[config.mk]
export PLATFORM = sky130hd
export DESIGN_NAME = uart_register_write_datagram_encoder_core
export DESIGN_NICKNAME = d
export VERILOG_FILES = /design/src/urwde_pkg.sv /design/src/uart_register_write_datagram_encoder_core.sv
export SDC_FILE = /design/constraint.sdc
export NUM_CORES = 1
export LEC_CHECK = 0
export ABC_AREA = 1
export BUFFER_PORTS_ARGS = -buffer_cell sky130_fd_sc_hd__buf_4
export CORE_AREA = 5 5 131 146
export CTS_BUF_LIST = sky130_fd_sc_hd__clkbuf_4 sky130_fd_sc_hd__clkbuf_8
export CTS_CLUSTER_DIAMETER = 200
export DETAILED_ROUTE_END_ITERATION = 7
export DIE_AREA = 0 0 136 151
export HOLD_SLACK_MARGIN = 0.06
export PLACE_DENSITY = 0.74
export SYNTH_ARGS = -nofsm -noshare
export SYNTH_HDL_FRONTEND = slang
export SYNTH_SLANG_ARGS = --single-unit
[constraint.sdc]
create_clock -name clk -period 3.44 [get_ports clk]
set_input_delay 0.688 -clock clk [delete_from_list [all_inputs] [get_ports clk]]
set_output_delay 0.688 -clock clk [all_outputs]
set_load 0.005 [all_outputs]
[src/urwde_pkg.sv]
package urwde_pkg;

	// Datagram framing
	localparam logic [7:0] SYNC_BYTE = 8'h05;
	localparam logic [7:0] WRITE_BIT = 8'h80;
	localparam logic [7:0] CRC_POLY  = 8'h07;
	localparam int unsigned DGRAM_LEN = 8;
	localparam int unsigned IDX_W     = $clog2(DGRAM_LEN);
	localparam logic [IDX_W-1:0] LAST_IDX = IDX_W'(DGRAM_LEN - 1);

	typedef logic [7:0] byte_t;

	// One byte into the CRC-8, LSB first, crc shifts left
	function automatic byte_t crc_feed(input byte_t crc_in, input byte_t data_in);
		byte_t crc;
		byte_t dat;
		crc = crc_in;
		dat = data_in;
		for (int j = 0; j < 8; j++) begin
			if (crc[7] ^ dat[0]) begin
				crc = {crc[6:0], 1'b0} ^ CRC_POLY;
			end else begin
				crc = {crc[6:0], 1'b0};
			end
			dat = {1'b0, dat[7:1]};
		end
		return crc;
	endfunction

endpackage

[src/uart_register_write_datagram_encoder_core.sv]
// An accepted request passes stages 1, 2 and 3 and loads the byte serializer once
// it is idle or its last byte is taken. One datagram byte per cycle while out_stall
// is low, set by the serializer; the three CRC stages take a new request every cycle
// unless stalled. Reset (arst_n low, asynchronous): all stage valids and the
// serializer valid and index clear; slave_address returns to 0.
module uart_register_write_datagram_encoder_core (
	input  logic        clk,
	input  logic        arst_n,
	// configuration write
	input  logic        cfg_valid,
	output logic        cfg_ready,
	input  logic [1:0]  cfg_data,
	// request channel
	input  logic        in_valid,
	output logic        in_stall,
	input  logic [6:0]  register_address,
	input  logic [31:0] write_data,
	input  logic [2:0]  link_index,
	// byte channel
	output logic        out_valid,
	input  logic        out_stall,
	output logic [7:0]  tx_byte,
	output logic        last_byte,
	output logic [2:0]  link_out
);
	import urwde_pkg::*;

	logic [1:0]        slave_address_q;

	logic              v_s1, v_s2, v_s3;
	logic [1:0]        slave_s1, slave_s2, slave_s3;
	logic [6:0]        reg_s1, reg_s2, reg_s3;
	logic [31:0]       data_s1, data_s2, data_s3;
	logic [2:0]        link_s1, link_s2, link_s3;
	byte_t             crc_s1, crc_s2, crc_s3;

	logic [8*DGRAM_LEN-1:0] ser_q;
	logic [IDX_W-1:0]  idx_q;
	logic              ser_v_q;
	logic [2:0]        link_q;

	logic              in_accept, out_accept, load_ser;
	logic              ready_s1, ready_s2, ready_s3;
	byte_t             crc_hdr;

	// Config register, always ready
	assign cfg_ready = 1'b1;

	always_ff @(posedge clk or negedge arst_n) begin
		if (!arst_n) begin
			slave_address_q <= '0;
		end else if (cfg_valid && cfg_ready) begin
			slave_address_q <= cfg_data;
		end
	end

	// Pipeline flow control
	assign out_accept = ser_v_q && !out_stall;
	assign load_ser   = v_s3 && (!ser_v_q || (out_accept && idx_q == LAST_IDX));
	assign ready_s3   = !v_s3 || load_ser;
	assign ready_s2   = !v_s2 || ready_s3;
	assign ready_s1   = !v_s1 || ready_s2;
	assign in_stall   = !ready_s1;
	assign in_accept  = in_valid && !in_stall;

	// CRC over sync, slave address and register byte
	assign crc_hdr = crc_feed(crc_feed(crc_feed(8'h00, SYNC_BYTE),
		{6'b0, slave_address_q}), {1'b0, register_address} | WRITE_BIT);

	// Stage valids
	always_ff @(posedge clk or negedge arst_n) begin
		if (!arst_n) begin
			v_s1 <= 1'b0;
			v_s2 <= 1'b0;
			v_s3 <= 1'b0;
		end else begin
			if (ready_s1) v_s1 <= in_valid;
			if (ready_s2) v_s2 <= v_s1;
			if (ready_s3) v_s3 <= v_s2;
		end
	end

	// Stage 1: header CRC, capture request
	always_ff @(posedge clk) begin
		if (in_accept) begin
			slave_s1 <= slave_address_q;
			reg_s1   <= register_address;
			data_s1  <= write_data;
			link_s1  <= link_index;
			crc_s1   <= crc_hdr;
		end
	end

	// Stage 2: two upper data bytes
	always_ff @(posedge clk) begin
		if (v_s1 && ready_s2) begin
			slave_s2 <= slave_s1;
			reg_s2   <= reg_s1;
			data_s2  <= data_s1;
			link_s2  <= link_s1;
			crc_s2   <= crc_feed(crc_feed(crc_s1, data_s1[31:24]), data_s1[23:16]);
		end
	end

	// Stage 3: two lower data bytes, CRC complete
	always_ff @(posedge clk) begin
		if (v_s2 && ready_s3) begin
			slave_s3 <= slave_s2;
			reg_s3   <= reg_s2;
			data_s3  <= data_s2;
			link_s3  <= link_s2;
			crc_s3   <= crc_feed(crc_feed(crc_s2, data_s2[15:8]), data_s2[7:0]);
		end
	end

	// Byte serializer: control
	always_ff @(posedge clk or negedge arst_n) begin
		if (!arst_n) begin
			ser_v_q <= 1'b0;
			idx_q   <= '0;
		end else if (load_ser) begin
			ser_v_q <= 1'b1;
			idx_q   <= '0;
		end else if (out_accept) begin
			if (idx_q == LAST_IDX) ser_v_q <= 1'b0;
			idx_q <= idx_q + 1'b1;
		end
	end

	// Byte serializer: data, shifts one byte per accepted output byte
	always_ff @(posedge clk) begin
		if (load_ser) begin
			ser_q  <= {SYNC_BYTE, {6'b0, slave_s3}, {1'b0, reg_s3} | WRITE_BIT,
				data_s3, crc_s3};
			link_q <= link_s3;
		end else if (out_accept) begin
			ser_q <= {ser_q[8*DGRAM_LEN-9:0], 8'h00};
		end
	end

	assign out_valid = ser_v_q;
	assign tx_byte   = ser_q[8*DGRAM_LEN-1 -: 8];
	assign last_byte = (idx_q == LAST_IDX);
	assign link_out  = link_q;

	// Accepted request lands in stage 1
	a_in_to_s1: assert property (@(posedge clk) disable iff (!arst_n)
		in_accept |=> v_s1)
		else $error("accepted request missing from stage 1");

	// A datagram is never cut short
	a_no_gap: assert property (@(posedge clk) disable iff (!arst_n)
		out_accept && !last_byte |=> out_valid)
		else $error("datagram dropped before its last byte");

	// Every datagram opens with the sync byte
	a_sync_first: assert property (@(posedge clk) disable iff (!arst_n)
		load_ser |=> out_valid && tx_byte == SYNC_BYTE && !last_byte)
		else $error("datagram does not start with sync");

	// Blocked stage 3 holds its CRC
	a_s3_hold: assert property (@(posedge clk) disable iff (!arst_n)
		v_s3 && !ready_s3 |=> v_s3 && $stable(crc_s3))
		else $error("stage 3 lost its item under stall");

endmodule
==> metrics.txt, run 1 <==
hold path depth 1; Top Ports 64; met3 routed WL 678 um; Total GRT Usage 15.6%; Seq/Total Area, Yosys between 70 and 80%; Least-Margin Pin Slew 692 ps; Post-synth EDFFs ~210; CTS Buf Count 37; cell taking the most area after synthesis edfxtp_1; Seq pwr share between 50% and 60%; dominant combinational cell family by area after synthesis simple AND/OR/NAND/NOR gates; fillers 1297; clk_lat worst skew 510 ps; final period utilization roughly nine tenths; Post-synth ARST share between 3 and 4%; layout net count 963; post-synthesis mux area share 0.236%; clock skew 17.2 ps; outcome finished clean; max-cap violations 0; most frequent cells in the layout nand2_1 (295), edfxtp_1 (208), inv_1 (87); switch share a little under a quarter; P_int about 5000 uW; Leak 0.00460 uW; Tmin final 3090 ps; WP data required 2750 ps; layout cells sized above 1 17.5%; CP arrival 2400 ps; die area 20500 um^2; drt pass-1 iters 5; Startpoint Class flop; final global-route overflow total 0; CP Capture Point in_stall; routed wire length 15.3 mm; Post-Syn Nets 879; post-DP HPWL about 11 mm; post-synthesis cell type count 28; Adder-Cell Fraction of Synth Area 0.262%; depth of the worst register-to-register path 11; total number of yosys warnings 0; Avg Cell Area, Syn 11.5 um^2; CP endpoint kind primary output; Die Y 151 um; max_slew headroom a little over half; Placement Rows 51; RD Place Congestion 0.856; synthesized flop and latch total roughly 230; Synth area leaders edfxtp_1 (65%), nand2_1 (12%), inv_1 (3.5%), dfxtp_1 (3.1%), o21ai_0 (2.8%); Yosys top cell area share 65.3%; Max H-tree Level 2; Worst-path clk slew 60 ps; Area Growth Syn to Fin 15.7%; DR top layer met4; r2r setup slk 910 ps; Max VDD drop roughly 340 uV; # setup viols final 0; Vias/cell 4.77; vias in the first global route 5512; Vias 5617; port bufs 62; routed length on met2 about 7.5 mm; Antenna diodes 0; switching pwr 1560 uW; Pwr Total 6590 uW; post-CTS resize count 0; drt wl/cell about 13 um; PwrDens about 600 nW/um^2; largest net degree at the start of global routing 86; worst r2r src idx_q[0]$_DFFE_PN0P_; Mapped Area 9560 um^2; Detail Route Antenna Nets 0; top_reg_cell synth edfxtp_1; most common cell after layout, fill and taps aside nand2_1; FMAX 324 MHz; cell count after synthesis 828; clk sinks 232; Synth Area in Simple Gates 15.2%; CTS tree built; Critical Setup Path Class reg2out; CTS Buffer Depth 3; Logic pwr share 11.6%; Clock Tree Root clkbuf_8; fin. max-slew vios 0; clock share of power 35.8%; r2r endpoint data_s1[19]$_DFFE_PP_; Die X 136 um; Setup crit start idx_q[0]$_DFFE_PN0P_; drt first-iter violations 424; setup TNS 0 ps; initial core utilization 54.9%; core area around 17000 um^2; first-pass GRT wire length 25.4 mm; worst hold path class in2reg; initial antenna violation count 0; Final Hold Vio Count 0; CP Max Fanout 4; met1 WL a little under 7 mm; DRC errors left 0; xor-xnor portion of the synthesized cell area 5.09%; RSZ-0062 raised after global routing no; post-synthesis compound-gate area fraction 3.09%
kinds of logic (layout without fill, tap and decap cells):
logic type / count (synthesis) / count (layout)
and+or+nand+nor: 362 / 362
adders and majority gates: 2 / 2
AOI/OAI and AO/OA: 58 / 58
buffers and inverters: 124 / 235
xor gates and xnor gates: 47 / 47
DFF: 232 / 232
muxes: 2 / 2
other: 1 / 1
cell usage after synthesis (2+ instances only):
cell type,number
a31oi_1,2
buf_1,3
buf_2,3
buf_4,9
clkbuf_1,12
dfrtp_1,9
dfxtp_1,15
edfxtp_1,208
ha_1,2
inv_1,89
inv_2,7
mux2_2,2
nand2_1,296
nand2_2,12
nand3_1,29
nand3b_1,4
nand4_1,2
nor2_1,18
o21ai_0,54
xnor2_1,17
xor2_1,23
xor2_2,5
xor2_4,2
critical path, stage by stage, from the launching register on:
cell and delay, ps:
dfrtp_1 380, ha_1 200, ha_1 200, a21oi_1 300, inv_1 100, nor2_1 100, inv_1 80, nor2_1 80
inv_1 80, nor2_1 220, buf_4 160
layout make-up:
type,count,area (um^2),share of cell area [%]
multi-input combinational,472,2310,20.9
clock inverter,19,173,1.56
inverter,97,364,3.29
tap,238,298,2.69
clock buffer,47,591,5.34
timing repair buffer,72,556,5.02
sequential,232,6770,61.2
power by group through the flow:
| stage | sequential, uW | clock, uW | combinational, uW |
|---|---|---|---|
| floorplan | 3490 | 0 | 578 |
| global placement | 3520 | 0 | 748 |
| detailed placement | 3520 | 0 | 777 |
| CTS | 3470 | 2440 | 782 |
| global route | 3480 | 2560 | 881 |
| finish | 3460 | 2360 | 765 |
metal layers:
| layer | global-route usage (%) | up-vias |
|---|---|---|
| met5 | 0 | - |
| met4 | 6.15 | 0 |
| met3 | 3.29 | 33 |
| met2 | 25.7 | 99 |
| met1 | 20.4 | 2615 |
| li1 | - | 2870 |
through the flow:
step / area (um^2) / worst slack (ps) / hold WS [ps] / cells / util, %
3_5_place_dp: 10300 / 715 / 405 / 1110 / 59.1
4_1_cts: 11100 / 297 / 316 / 1177 / 63.5
6_report: 11100 / 350 / 357 / 1177 / 63.5
3_3_place_gp: 10300 / 788 / 402 / 1110 / 59.1
5_1_grt: 11100 / 81.8 / 322 / 1177 / 63.5
2_1_floorplan: 9560 / 531 / 392 / 828 / -
what timing repair did:
item,4_1_cts,5_1_grt
setup buffers,0,0
hold endpoints to repair,9,0
endpoints found under the setup margin,0,0
hold buffers,1,0
sequential cells by signal, summed over array words and instances, names as in the netlist, 3 cells and up:
name	cells
crc_s3	8
idx_q	3
crc_s1	8
link_s1	3
data_s2	32
link_s2	3
link_s3	3
crc_s2	8
data_s3	32
ser_q	64
data_s1	32
reg_s3	7
reg_s1	7
link_out	3
reg_s2	7
worst min-delay path by stage:
stage / from / end / slack, ps
3_3_place_gp: link_s3[0]$_DFFE_PP_ / link_out[0]$_DFFE_PP_ / 400
5_1_grt: write_data[27] / data_s1[27]$_DFFE_PP_ / 320
6_report: write_data[9] / data_s1[9]$_DFFE_PP_ / 360
2_1_floorplan: arst_n / idx_q[0]$_DFFE_PN0P_ / 390
4_1_cts: write_data[16] / data_s1[16]$_DFFE_PP_ / 320
3_5_place_dp: data_s1[12]$_DFFE_PP_ / data_s2[12]$_DFFE_PP_ / 400
Note: power is estimated with default switching activity, not from simulation.
==> run 2, diff against run 1 <==
--- a/config.mk
+++ b/config.mk
@@ -14,6 +14,7 @@
 export DIE_AREA = 0 0 136 151
 export HOLD_SLACK_MARGIN = 0.06
 export PLACE_DENSITY = 0.74
+export REMOVE_ABC_BUFFERS = 1
 export SYNTH_ARGS = -nofsm -noshare
 export SYNTH_HDL_FRONTEND = slang
 export SYNTH_SLANG_ARGS = --single-unit
==> run 2 against run 1 <==
Effect of this change:
- via count fell by 0.53%
- setup slack improved by 22 ps
- clock-buffer cell count rose by 2
- largest power group unchanged
- sequential share of layout area rose by 0.42 points
==> metrics.txt, run 2 (synthesis results as in run 1) <==
drt pass-1 iters 5 (unchanged); P_int 4950 uW (-1.6%); final global-route overflow total 0 (unchanged); routed wire length 15.7 mm (+2.5%); drt first-iter violations 389 (-8.3%); depth of the worst register-to-register path 11 (unchanged); core area 17400 um^2 (unchanged); vias in the first global route 5473 (-0.71%); switching pwr 1540 uW (-1.5%); largest net degree at the start of global routing 86 (unchanged); Die Y 151 um (unchanged); Clock Tree Root clkbuf_8; Vias/cell 4.78 (+0.23%); CP arrival 2380 ps (-20 ps); Detail Route Antenna Nets 0 (unchanged); hold path depth 1 (unchanged); Area Growth Syn to Fin 14.9%; Logic pwr share 11.9% (+0.3 points); DRC errors left 0 (unchanged); Total GRT Usage 15.9% (+0.29 points); worst hold path class in2reg; Worst Hold End data_s1[20]$_DFFE_PP_; Top Ports 64 (unchanged); layout net count 960 (-0.31%); most frequent cells in the layout nand2_1 (295), edfxtp_1 (208), inv_1 (87); die area 20500 um^2 (unchanged); initial antenna violation count 0 (unchanged); Die X 136 um (unchanged); clk sinks 232 (unchanged); max_slew headroom 52.1% (-1.8 points); drt wl/cell 13.5 um (+3.3%); Hold Crit Start write_data[20]; Critical Setup Path Class reg2out; RSZ-0062 raised after global routing no; Max H-tree Level 2 (unchanged); RD Place Congestion 0.840 (-1.9%); hold_ws 349 ps (-7.74 ps); Max VDD drop 337 uV (about the same); Worst-path clk slew 70 ps (about the same); fin. max-slew vios 0 (unchanged); post-DP HPWL 10.6 mm (-2.3%); r2r setup slk 990 ps (+80 ps); port bufs 62 (unchanged); Seq pwr share 53.4% (+0.8 points); Tmin final 3070 ps (-21.6 ps); fin area 11000 um^2 (-0.68%); CTS tree built; largest register by flop count ser_q; FMAX 326 MHz (+0.70%); clk_lat worst skew 500 ps (about the same); outcome finished clean; Largest register FFs 64 (unchanged); most common cell after layout, fill and taps aside nand2_1; Placement Rows 51 (unchanged); clock skew 21.1 ps (+3.89 ps); switch share 23.7% (about the same); Cell Area, Placed 10300 um^2 (about the same); WP data required 2750 ps (about the same); post-CTS setup buffer count 0 (unchanged); Startpoint Class flop; r2r endpoint data_s1[3]$_DFFE_PP_; CTS Buf Count 35 (-5.4%); Setup crit start idx_q[0]$_DFFE_PN0P_; max-cap violations 0 (unchanged); PwrDens 590 nW/um^2 (-0.90%); CTS Buffer Depth 3 (unchanged); first-pass GRT wire length 25.8 mm (+1.7%); Vias 5587 (-0.53%); CP endpoint kind primary output; Least-Margin Pin Slew 719 ps (+27.0 ps); Antenna diodes 0 (unchanged); Final Hold Vio Count 0 (unchanged); initial core utilization 54.9% (unchanged); fillers 1321 (+1.9%); worst r2r src idx_q[0]$_DFFE_PN0P_; final period utilization 89.2% (-0.63 points); layout cells sized above 1 17.1% (-0.37 points); # setup viols final 0 (unchanged); clock share of power 34.7% (-1.1 points); CP Max Fanout 4 (unchanged); Leak 0.00458 uW (-0.38%)
-- run 2: cell types whose count changed in the layout (fill, tap and decap cells not counted), sizes merged --
cell,change
clkbuf,+2
clkinvlp,-5
buf,-1
clkinv,-4
bufinv,-1
-- run 2: worst max-delay path by stage --
stage | end | slack (ps) | cells after the start
after floorplan | idx_q[1]$_DFFE_PN0P_ | -3000 | 8
final | in_stall | 370 | 10
after detailed placement | in_stall | 860 | 10
after global placement | in_stall | 870 | 10
after CTS | in_stall | 310 | 10
after global routing | in_stall | 170 | 10
-- run 2: cell type report --
cell class / count / area [um^2] / share of cell area (%)
Inverter: 97 / 364 / 3.31
Tap cell: 238 / 298 / 2.71
Timing Repair Buffer: 71 / 548 / 4.99
Clock buffer: 49 / 606 / 5.51
Multi-Input combinational cell: 472 / 2310 / 21.0
Sequential cell: 232 / 6770 / 61.6
Clock inverter: 9 / 90.1 / 0.820
-- run 2: what timing repair did --
item / in CTS / in global routing
gates resized for setup: 0 / 0
hold endpoints to repair: 9 / 0
hold buffers: 1 / 0
-- run 2: stage by stage --
step	utilization [%]	worst slack, ps	std cells	total power, uW	TNS, ps
3_5_place_dp	59.0	856	1109	4300	0
4_1_cts	63.1	314	1168	6560	0
5_1_grt	63.1	167	1168	6810	0
6_report	63.1	371	1168	6490	0
3_3_place_gp	59.0	870	1109	4260	0
2_1_floorplan	-	-3000	801	4040	-215020
-- run 2: power by group through the flow --
stage / Combinational (uW) / Clock (uW) / Sequential, uW
final: 775 / 2250 / 3460
after global routing: 882 / 2440 / 3480
after floorplan: 543 / 0 / 3500
after global placement: 748 / 0 / 3510
after detailed placement: 777 / 0 / 3520
after CTS: 784 / 2310 / 3460
-- run 2: routing by layer --
layer  part of all wire, %  track usage, %  vias to the layer above
li1                      -               -                     2858
met1                    43            20.3                     2581
met2                    50            27.4                      129
met3                   5.4            3.39                       19
met4                   1.6            4.84                        0
met5                     0               0                        -
-- run 2: worst max-delay path, cell delays in order, from the launching register on --
cell	delay (ps)
dfrtp_1	390
ha_1	210
ha_1	190
a21oi_1	280
inv_1	100
nor2_1	100
inv_1	70
nor2_1	90
inv_1	70
nor2_1	220
buf_4	160
